[config.mk]
export PLATFORM = sky130hd
export DESIGN_NAME = smbios_table_walker
export DESIGN_NICKNAME = d
export VERILOG_FILES = /design/src/hdl/smbtw_pkg.sv /design/src/hdl/smbtw_queue.sv /design/src/hdl/smbtw_front.sv /design/src/hdl/smbtw_back.sv /design/src/hdl/smbios_table_walker.sv
export SDC_FILE = /design/constraint.sdc
export NUM_CORES = 1
export LEC_CHECK = 0
export BUFFER_PORTS_ARGS = -buffer_cell sky130_fd_sc_hd__buf_2
export CELL_PAD_IN_SITES_DETAIL_PLACEMENT = 1
export CELL_PAD_IN_SITES_GLOBAL_PLACEMENT = 2
export CORE_MARGIN = 4
export CORE_UTILIZATION = 46
export DETAILED_ROUTE_END_ITERATION = 7
export PLACE_DENSITY = 0.86
export SLEW_MARGIN = 20
export SYNTH_ARGS = -nofsm -noshare
export SYNTH_HDL_FRONTEND = slang
export SYNTH_HIERARCHICAL = 1
export SYNTH_SLANG_ARGS = --single-unit
[constraint.sdc]
create_clock -name clk -period 8.4 [get_ports clk]
set_input_delay 0.42 -clock clk [delete_from_list [all_inputs] [get_ports clk]]
set_output_delay 0.42 -clock clk [all_outputs]
set_load 0.1 [all_outputs]
[src/hdl/smbtw_pkg.sv]
// ---------------------------------------------------------------------------
// SMBIOS table walker package
// Shared result codes and the queue entry that the front end hands to the
// back end.
// ---------------------------------------------------------------------------
package smbtw_pkg;

    localparam logic [1:0] KIND_STRING      = 2'd0;
    localparam logic [1:0] KIND_STRUCT_DONE = 2'd1;
    localparam logic [1:0] KIND_TABLE_DONE  = 2'd2;
    localparam logic [1:0] KIND_ERROR       = 2'd3;

    localparam logic [1:0] ERR_TRUNCATED    = 2'd0;
    localparam logic [1:0] ERR_NO_TERM      = 2'd1;
    localparam logic [1:0] ERR_STR_LONG     = 2'd2;

    localparam logic [7:0] END_TYPE         = 8'd127;

    localparam int QDEPTH = 4;
    localparam int QPTR_W = 2;
    localparam int QCNT_W = 3;

    // One accepted byte gives at most two results. They share the structure
    // context. The second one is always table done or an error, so it needs
    // only a kind and an error code.
    typedef struct packed {
        logic [7:0]  struct_type;
        logic [15:0] struct_handle;
        logic [31:0] struct_offset;
        logic [1:0]  kind0;
        logic [7:0]  index0;
        logic [31:0] str_off0;
        logic [15:0] str_len0;
        logic [1:0]  err0;
        logic        has2;
        logic [1:0]  kind1;
        logic [1:0]  err1;
    } entry_t;

    typedef struct packed {
        logic full;
        logic empty;
    } qstat_t;

endpackage

[src/hdl/smbtw_queue.sv]
// ---------------------------------------------------------------------------
// SMBIOS table walker result queue
// Short register queue between the byte front end and the result back end.
// ---------------------------------------------------------------------------
module smbtw_queue (
    input  logic              clk,
    input  logic              rst_n,
    input  logic              push,
    input  smbtw_pkg::entry_t wdata,
    input  logic              pop,
    output smbtw_pkg::entry_t rdata,
    output smbtw_pkg::qstat_t stat
);

    smbtw_pkg::entry_t                 slot_reg [smbtw_pkg::QDEPTH];
    logic [smbtw_pkg::QPTR_W-1:0]      wptr_reg;
    logic [smbtw_pkg::QPTR_W-1:0]      wptr_next;
    logic [smbtw_pkg::QPTR_W-1:0]      rptr_reg;
    logic [smbtw_pkg::QPTR_W-1:0]      rptr_next;
    logic [smbtw_pkg::QCNT_W-1:0]      count_reg;
    logic [smbtw_pkg::QCNT_W-1:0]      count_next;

    always_comb
    begin
        wptr_next  = push ? wptr_reg + 1'b1 : wptr_reg;
        rptr_next  = pop ? rptr_reg + 1'b1 : rptr_reg;
        count_next = count_reg;
        if (push && !pop)
        begin
            count_next = count_reg + 1'b1;
        end
        else if (pop && !push)
        begin
            count_next = count_reg - 1'b1;
        end
    end

    always_ff @(posedge clk or negedge rst_n)
    begin
        if (!rst_n)
        begin
            wptr_reg  <= '0;
            rptr_reg  <= '0;
            count_reg <= '0;
        end
        else
        begin
            wptr_reg  <= wptr_next;
            rptr_reg  <= rptr_next;
            count_reg <= count_next;
        end
    end

    always_ff @(posedge clk)
    begin
        if (push)
        begin
            slot_reg[wptr_reg] <= wdata;
        end
    end

    assign rdata      = slot_reg[rptr_reg];
    assign stat.full  = (count_reg == smbtw_pkg::QCNT_W'(smbtw_pkg::QDEPTH));
    assign stat.empty = (count_reg == '0);

endmodule

[src/hdl/smbtw_front.sv]
// ---------------------------------------------------------------------------
// SMBIOS table walker front end
// Takes one table byte per transfer, tracks the structure layout and queues
// the results that the byte causes.
// ---------------------------------------------------------------------------
module smbtw_front (
    input  logic              clk,
    input  logic              rst_n,
    input  logic              in_valid,
    output logic              in_stall,
    input  logic [7:0]        data_byte,
    input  logic              buffer_end,
    input  smbtw_pkg::qstat_t qstat,
    output logic              push,
    output smbtw_pkg::entry_t entry
);

    localparam logic [1:0] PH_HEADER  = 2'd0;
    localparam logic [1:0] PH_AREA    = 2'd1;
    localparam logic [1:0] PH_STRINGS = 2'd2;
    localparam logic [1:0] PH_HALT    = 2'd3;

    logic [1:0]  phase_reg,          phase_next;
    logic [1:0]  header_count_reg,   header_count_next;
    logic [7:0]  cur_type_reg,       cur_type_next;
    logic [7:0]  area_length_reg,    area_length_next;
    logic [15:0] cur_handle_reg,     cur_handle_next;
    logic [7:0]  area_remaining_reg, area_remaining_next;
    logic        seen_null_reg,      seen_null_next;
    logic [15:0] run_length_reg,     run_length_next;
    logic [7:0]  string_count_reg,   string_count_next;
    logic [31:0] string_start_reg,   string_start_next;
    logic [31:0] struct_start_reg,   struct_start_next;
    logic [31:0] byte_position_reg,  byte_position_next;

    logic        accept;
    logic [31:0] pos_inc;
    logic [7:0]  area_dec;

    assign in_stall = qstat.full;
    assign accept   = in_valid && !in_stall;
    assign pos_inc  = byte_position_reg + 32'd1;
    assign area_dec = area_remaining_reg - 8'd1;

    always_comb
    begin
        phase_next          = phase_reg;
        header_count_next   = header_count_reg;
        cur_type_next       = cur_type_reg;
        area_length_next    = area_length_reg;
        cur_handle_next     = cur_handle_reg;
        area_remaining_next = area_remaining_reg;
        seen_null_next      = seen_null_reg;
        run_length_next     = run_length_reg;
        string_count_next   = string_count_reg;
        string_start_next   = string_start_reg;
        struct_start_next   = struct_start_reg;
        byte_position_next  = byte_position_reg;
        push                = 1'b0;
        entry               = '0;

        if (accept)
        begin
            byte_position_next = pos_inc;
            unique case (phase_reg)
                PH_HEADER:
                begin
                    unique case (header_count_reg)
                        2'd0:
                        begin
                            cur_type_next     = data_byte;
                            cur_handle_next   = '0;
                            struct_start_next = byte_position_reg;
                        end
                        2'd1:    area_length_next = data_byte;
                        2'd2:    cur_handle_next = {cur_handle_reg[15:8], data_byte};
                        default: cur_handle_next = {data_byte, cur_handle_reg[7:0]};
                    endcase
                    if (header_count_reg != 2'd3)
                    begin
                        header_count_next = header_count_reg + 2'd1;
                    end
                    else
                    begin
                        header_count_next   = '0;
                        area_remaining_next = (area_length_reg < 8'd4) ? 8'd0
                                                                       : area_length_reg - 8'd4;
                        seen_null_next      = 1'b0;
                        run_length_next     = '0;
                        string_count_next   = '0;
                        string_start_next   = pos_inc;
                        phase_next = (area_length_reg <= 8'd4) ? PH_STRINGS : PH_AREA;
                    end
                    if (buffer_end)
                    begin
                        phase_next   = PH_HALT;
                        push         = 1'b1;
                        entry.kind0  = smbtw_pkg::KIND_ERROR;
                        entry.err0   = smbtw_pkg::ERR_TRUNCATED;
                    end
                end
                PH_AREA:
                begin
                    area_remaining_next = area_dec;
                    if (area_dec == 8'd0)
                    begin
                        string_start_next = pos_inc;
                        phase_next        = PH_STRINGS;
                    end
                    if (buffer_end)
                    begin
                        phase_next  = PH_HALT;
                        push        = 1'b1;
                        entry.kind0 = smbtw_pkg::KIND_ERROR;
                        entry.err0  = smbtw_pkg::ERR_TRUNCATED;
                    end
                end
                PH_STRINGS:
                begin
                    if (data_byte != 8'd0)
                    begin
                        if (run_length_reg == 16'hFFFF)
                        begin
                            // An overlong string wins over a buffer end.
                            phase_next  = PH_HALT;
                            push        = 1'b1;
                            entry.kind0 = smbtw_pkg::KIND_ERROR;
                            entry.err0  = smbtw_pkg::ERR_STR_LONG;
                        end
                        else
                        begin
                            run_length_next = run_length_reg + 16'd1;
                            seen_null_next  = 1'b0;
                            if (buffer_end)
                            begin
                                phase_next  = PH_HALT;
                                push        = 1'b1;
                                entry.kind0 = smbtw_pkg::KIND_ERROR;
                                entry.err0  = smbtw_pkg::ERR_NO_TERM;
                            end
                        end
                    end
                    else if (seen_null_reg)
                    begin
                        push         = 1'b1;
                        entry.kind0  = smbtw_pkg::KIND_STRUCT_DONE;
                        entry.index0 = string_count_reg;
                        if (cur_type_reg == smbtw_pkg::END_TYPE)
                        begin
                            phase_next  = PH_HALT;
                            entry.has2  = 1'b1;
                            entry.kind1 = smbtw_pkg::KIND_TABLE_DONE;
                        end
                        else if (buffer_end)
                        begin
                            phase_next  = PH_HALT;
                            entry.has2  = 1'b1;
                            entry.kind1 = smbtw_pkg::KIND_ERROR;
                            entry.err1  = smbtw_pkg::ERR_TRUNCATED;
                        end
                        else
                        begin
                            phase_next        = PH_HEADER;
                            header_count_next = '0;
                            struct_start_next = pos_inc;
                        end
                    end
                    else
                    begin
                        seen_null_next    = 1'b1;
                        run_length_next   = '0;
                        string_start_next = pos_inc;
                        // A null right after the formatted area is not a string.
                        if (run_length_reg != 16'd0)
                        begin
                            push              = 1'b1;
                            entry.kind0       = smbtw_pkg::KIND_STRING;
                            entry.index0      = string_count_reg;
                            entry.str_off0    = string_start_reg;
                            entry.str_len0    = run_length_reg;
                            string_count_next = string_count_reg + 8'd1;
                            if (buffer_end)
                            begin
                                phase_next  = PH_HALT;
                                entry.has2  = 1'b1;
                                entry.kind1 = smbtw_pkg::KIND_ERROR;
                                entry.err1  = smbtw_pkg::ERR_NO_TERM;
                            end
                        end
                        else if (buffer_end)
                        begin
                            phase_next  = PH_HALT;
                            push        = 1'b1;
                            entry.kind0 = smbtw_pkg::KIND_ERROR;
                            entry.err0  = smbtw_pkg::ERR_NO_TERM;
                        end
                    end
                end
                default:
                begin
                end
            endcase
            entry.struct_type   = cur_type_next;
            entry.struct_handle = cur_handle_next;
            // The closing null reports the structure it ends, not the next one.
            entry.struct_offset = (phase_reg == PH_HEADER) ? struct_start_next
                                                           : struct_start_reg;
        end
    end

    always_ff @(posedge clk or negedge rst_n)
    begin
        if (!rst_n)
        begin
            phase_reg          <= PH_HEADER;
            header_count_reg   <= '0;
            cur_type_reg       <= '0;
            area_length_reg    <= '0;
            cur_handle_reg     <= '0;
            area_remaining_reg <= '0;
            seen_null_reg      <= 1'b0;
            run_length_reg     <= '0;
            string_count_reg   <= '0;
            string_start_reg   <= '0;
            struct_start_reg   <= '0;
            byte_position_reg  <= '0;
        end
        else
        begin
            phase_reg          <= phase_next;
            header_count_reg   <= header_count_next;
            cur_type_reg       <= cur_type_next;
            area_length_reg    <= area_length_next;
            cur_handle_reg     <= cur_handle_next;
            area_remaining_reg <= area_remaining_next;
            seen_null_reg      <= seen_null_next;
            run_length_reg     <= run_length_next;
            string_count_reg   <= string_count_next;
            string_start_reg   <= string_start_next;
            struct_start_reg   <= struct_start_next;
            byte_position_reg  <= byte_position_next;
        end
    end

endmodule

[src/hdl/smbtw_back.sv]
// ---------------------------------------------------------------------------
// SMBIOS table walker back end
// Pops queue entries and sends their one or two results through the output
// register, one result per transfer.
// ---------------------------------------------------------------------------
module smbtw_back (
    input  logic              clk,
    input  logic              rst_n,
    input  smbtw_pkg::entry_t rdata,
    input  smbtw_pkg::qstat_t qstat,
    output logic              pop,
    output logic              out_valid,
    input  logic              out_stall,
    output logic [1:0]        kind,
    output logic [7:0]        struct_type,
    output logic [15:0]       struct_handle,
    output logic [31:0]       struct_offset,
    output logic [7:0]        string_index,
    output logic [31:0]       string_offset,
    output logic [15:0]       string_length,
    output logic [1:0]        error_code,
    output logic              run_last
);

    logic              valid_reg,   valid_next;
    logic              pend_reg,    pend_next;
    smbtw_pkg::entry_t hold_reg,    hold_next;
    logic [1:0]        kind_reg,    kind_next;
    logic [7:0]        type_reg,    type_next;
    logic [15:0]       handle_reg,  handle_next;
    logic [31:0]       soff_reg,    soff_next;
    logic [7:0]        index_reg,   index_next;
    logic [31:0]       stroff_reg,  stroff_next;
    logic [15:0]       strlen_reg,  strlen_next;
    logic [1:0]        err_reg,     err_next;
    logic              last_reg,    last_next;
    logic              advance;

    assign advance = !valid_reg || !out_stall;

    always_comb
    begin
        valid_next  = valid_reg;
        pend_next   = pend_reg;
        hold_next   = hold_reg;
        kind_next   = kind_reg;
        type_next   = type_reg;
        handle_next = handle_reg;
        soff_next   = soff_reg;
        index_next  = index_reg;
        stroff_next = stroff_reg;
        strlen_next = strlen_reg;
        err_next    = err_reg;
        last_next   = last_reg;
        pop         = 1'b0;

        if (advance)
        begin
            if (pend_reg)
            begin
                // Second result of the held entry.
                valid_next  = 1'b1;
                pend_next   = 1'b0;
                kind_next   = hold_reg.kind1;
                type_next   = hold_reg.struct_type;
                handle_next = hold_reg.struct_handle;
                soff_next   = hold_reg.struct_offset;
                index_next  = '0;
                stroff_next = '0;
                strlen_next = '0;
                err_next    = hold_reg.err1;
                last_next   = 1'b1;
            end
            else if (!qstat.empty)
            begin
                pop         = 1'b1;
                valid_next  = 1'b1;
                pend_next   = rdata.has2;
                hold_next   = rdata;
                kind_next   = rdata.kind0;
                type_next   = rdata.struct_type;
                handle_next = rdata.struct_handle;
                soff_next   = rdata.struct_offset;
                index_next  = rdata.index0;
                stroff_next = rdata.str_off0;
                strlen_next = rdata.str_len0;
                err_next    = rdata.err0;
                last_next   = !rdata.has2;
            end
            else
            begin
                valid_next = 1'b0;
            end
        end
    end

    always_ff @(posedge clk or negedge rst_n)
    begin
        if (!rst_n)
        begin
            valid_reg <= 1'b0;
            pend_reg  <= 1'b0;
        end
        else
        begin
            valid_reg <= valid_next;
            pend_reg  <= pend_next;
        end
    end

    always_ff @(posedge clk)
    begin
        hold_reg   <= hold_next;
        kind_reg   <= kind_next;
        type_reg   <= type_next;
        handle_reg <= handle_next;
        soff_reg   <= soff_next;
        index_reg  <= index_next;
        stroff_reg <= stroff_next;
        strlen_reg <= strlen_next;
        err_reg    <= err_next;
        last_reg   <= last_next;
    end

    assign out_valid     = valid_reg;
    assign kind          = kind_reg;
    assign struct_type   = type_reg;
    assign struct_handle = handle_reg;
    assign struct_offset = soff_reg;
    assign string_index  = index_reg;
    assign string_offset = stroff_reg;
    assign string_length = strlen_reg;
    assign error_code    = err_reg;
    assign run_last      = last_reg;

endmodule

[src/hdl/smbios_table_walker.sv]
// A result goes from the transfer of its byte into a queue slot, then the output register.
// Throughput: one byte per cycle while the queue is not full; the single output register
// sends the two results of a byte in turn, and the four-entry queue absorbs such bursts.
// Reset: rst_n clears the walker state, the queue pointers and the output valid at once;
// there is no clearing pass. After table done or an error, bytes are taken and dropped.
// ---------------------------------------------------------------------------
// SMBIOS table walker
// Walks a raw SMBIOS structure table one byte per transfer and reports
// strings, finished structures, the end of the table and errors.
// ---------------------------------------------------------------------------
module smbios_table_walker (
    input  logic        clk,
    input  logic        rst_n,
    input  logic        in_valid,
    output logic        in_stall,
    input  logic [7:0]  data_byte,
    input  logic        buffer_end,
    output logic        out_valid,
    input  logic        out_stall,
    output logic [1:0]  kind,
    output logic [7:0]  struct_type,
    output logic [15:0] struct_handle,
    output logic [31:0] struct_offset,
    output logic [7:0]  string_index,
    output logic [31:0] string_offset,
    output logic [15:0] string_length,
    output logic [1:0]  error_code,
    output logic        run_last
);

    smbtw_pkg::qstat_t qstat;
    smbtw_pkg::entry_t wdata;
    smbtw_pkg::entry_t rdata;
    logic              push;
    logic              pop;

    smbtw_front u_front (
        .clk        (clk),
        .rst_n      (rst_n),
        .in_valid   (in_valid),
        .in_stall   (in_stall),
        .data_byte  (data_byte),
        .buffer_end (buffer_end),
        .qstat      (qstat),
        .push       (push),
        .entry      (wdata)
    );

    smbtw_queue u_queue (
        .clk   (clk),
        .rst_n (rst_n),
        .push  (push),
        .wdata (wdata),
        .pop   (pop),
        .rdata (rdata),
        .stat  (qstat)
    );

    smbtw_back u_back (
        .clk           (clk),
        .rst_n         (rst_n),
        .rdata         (rdata),
        .qstat         (qstat),
        .pop           (pop),
        .out_valid     (out_valid),
        .out_stall     (out_stall),
        .kind          (kind),
        .struct_type   (struct_type),
        .struct_handle (struct_handle),
        .struct_offset (struct_offset),
        .string_index  (string_index),
        .string_offset (string_offset),
        .string_length (string_length),
        .error_code    (error_code),
        .run_last      (run_last)
    );

endmodule

==> impl_metrics.json <==
{
  "status": "complete, no violations",
  "synth_cell_types": 81,
  "crit_required_ns": 8.64,
  "dp_hpwl_mm": 53.7,
  "drtPass1Iterations": 5,
  "vias_per_cell": 5.96,
  "relSlewSlack_pct": 22.7,
  "worst_ep_arrival_time_ns": 4.78,
  "antenna_found_initial": 1,
  "fin_nets": 2372,
  "setup_ws_ns": 3.86,
  "num_vias": 20200,
  "synth_top_area_cell": "edfxtp_1",
  "synth_area_per_cell_um2": 15.7,
  "port_buffers": 131,
  "cp_max_fo": 68,
  "coreArea_um2": 75800,
  "grt_max_degree": 73,
  "fin_crit_ns": 4.54,
  "syn_to_final_growth_pct": 12.3,
  "postCtsHoldBufs": 1,
  "finalHoldViolations": 0,
  "cts_tree": "built",
  "n_antenna_cell": 0,
  "drtIter0Drc": 1803,
  "track_usage_pct": 21.3,
  "gp_congestion": 0.848,
  "die_w_um": 284,
  "power_density_nw_per_um2": 385,
  "crit_type": "flop to flop",
  "rsz0062_at_grt": "no",
  "synth_common_cells": "661 x edfxtp_1, 174 x dfrtp_1, 139 x nor2_1, 121 x mux4_2, 114 x nand2_1",
  "initial_core_util_pct": 46.4,
  "finalSetupViolations": 0,
  "worst_setup_path_start_kind": "flop",
  "drive_above_1_share_pct": 22.4,
  "skew_ns": 0.0226,
  "io_pins": 132,
  "worstMarginPinSlew_ns": 1.15,
  "antenna_left": 0,
  "ir_drop_mv": 0.211,
  "rows": 101,
  "cts_num_sinks": 835,
  "fin_crit_sh_pct": 54.0,
  "syn_nets": 2277,
  "cap_violations": 0,
  "synth_area_um2": 35200,
  "clockBufferDepth": 3,
  "grt_pass1_wl_mm": 135,
  "p_leak_nw": 14.1,
  "synthCells": 2241,
  "overflow": 0,
  "ys_warn_count": 6,
  "rrSetupSlack_ns": 3.86,
  "max_freq_mhz": 220,
  "cts.repair.resized": 0,
  "path_clk_slew_ns": 0.06,
  "synth_top_area_share_pct": 56.4,
  "drc": 0,
  "async_flop_share_pct": 20.8,
  "wl_mm": 86.3,
  "clock_latency_ns": 0.64,
  "yosysSeqAreaShare_pct": 68.8,
  "dieArea_um2": 80900,
  "preCtsSetupSlack_ns": 3.90,
  "yosysMostFrequentCell": "edfxtp_1",
  "die_h_um": 284,
  "finalSetupTns_ns": 0,
  "cp-end-kind": "flop",
  "root_buffer": "clkbuf_16",
  "synth_ff_type": "edfxtp_1",
  "synthTopCellsByArea": "edfxtp_1 56%, dfrtp_1 12%, mux4_2 7.7%",
  "synth-seq-cells": 835,
  "wl_per_cell_um": 25.5,
  "largest_reg_flops": 484,
  "cts_max_level": 3,
  "finalMaxSlewViolations": 0,
  "numCtsBuffers": 85,
  "hp-class": "input pin to flop",
  "post-cts-setup-buffers": 0,
  "first_global_vias": 22000,
  "synth_edf_count": 661
}
-- worst paths after layout --
check                                           from                      end  depth (start not counted)
max                        u_front/run_length_reg[0]  u_queue/slot_reg[3][40]                         10
min                                        out_stall         u_back/out_valid                          3
max reg2reg                u_front/run_length_reg[0]  u_queue/slot_reg[3][40]                         10
min reg2reg                     u_queue/count_reg[2]     u_queue/count_reg[2]                          1
max in group asynchronous                      rst_n      u_queue/rptr_reg[0]                          3
min in group asynchronous                      rst_n      u_queue/rptr_reg[1]                          2
-- where the power goes --
part	total, W	switching [W]	internal [W]
sequential	0.00597	0.000489	0.00548
combinational	0.00535	0.00387	0.00149
clock	0.00387	0.00158	0.00228
-- area by class of cell --
class / count / area (um^2)
flip-flops and latches: 835 / 24200
clock inverters: 51 / 541
inverters: 32 / 120
well taps: 978 / 1220
clock buffers: 107 / 2330
repair buffers: 164 / 932
multi-input cells: 1218 / 10100
fillers: 7165 / 36300
-- logic make-up after synthesis --
group | Yosys count | share of synthesized area [%]
flops | 835 | 68.8
compound gates | 321 | 6.09
buf+inv | 188 | 2.54
mux | 214 | 11.2
fa+ha+maj | 23 | 0.840
simple gates | 572 | 8.30
xor+xnor | 87 | 2.17
other cells | 1 | 0.0107
-- layer usage --
layer | GRT usage, % | wire length, um
met5 | 0 | 10
met4 | 7.30 | 2640
met3 | 3.26 | 4300
met2 | 37.6 | 45100
met1 | 27.1 | 34300
-- critical path: stages (launching register included) --
cell and delay, ns:
dfrtp_1 0.44, ha_1 0.23, nand2_1 0.10, nor3_1 0.54
nand2_1 0.21, nor2_1 0.18, nor3_1 0.07, a2111oi_1 0.38
buf_4 0.23, and2_4 0.72, buf_4 0.96
-- stage by stage --
stage	power (W)	util (%)	hold WS, ns	instances	cell area, um^2
floorplan	0.0103	-	0.124	2241	35200
global placement	0.0112	48.3	0.471	3225	36600
detailed placement	0.0114	48.3	0.489	3225	36600
CTS	0.0153	52.1	0.0786	3384	39500
global route	0.0159	52.1	0.133	3385	39500
finish	0.0152	52.1	0.118	3385	39500
-- placed cells by master, fill, tap and decap left out, types with 31 or more instances in the layout --
master     netlist  routed
nor2_1         139     138
o21ai_0         79      79
nor2b_1         62      61
xor2_1          44      44
a21oi_1         72      72
dfrtp_1        174     171
nand3_1         50      50
nor3_1          34      32
buf_4            8      31
clkbuf_16        0      88
edfxtp_1       661     661
xnor2_1         43      43
mux2_2          34      34
nand2_1        114     113
mux4_2         121     121
mux2_4          50      50
and3_1          47      47
buf_2           27     130
(Power assumes the default switching activity.)
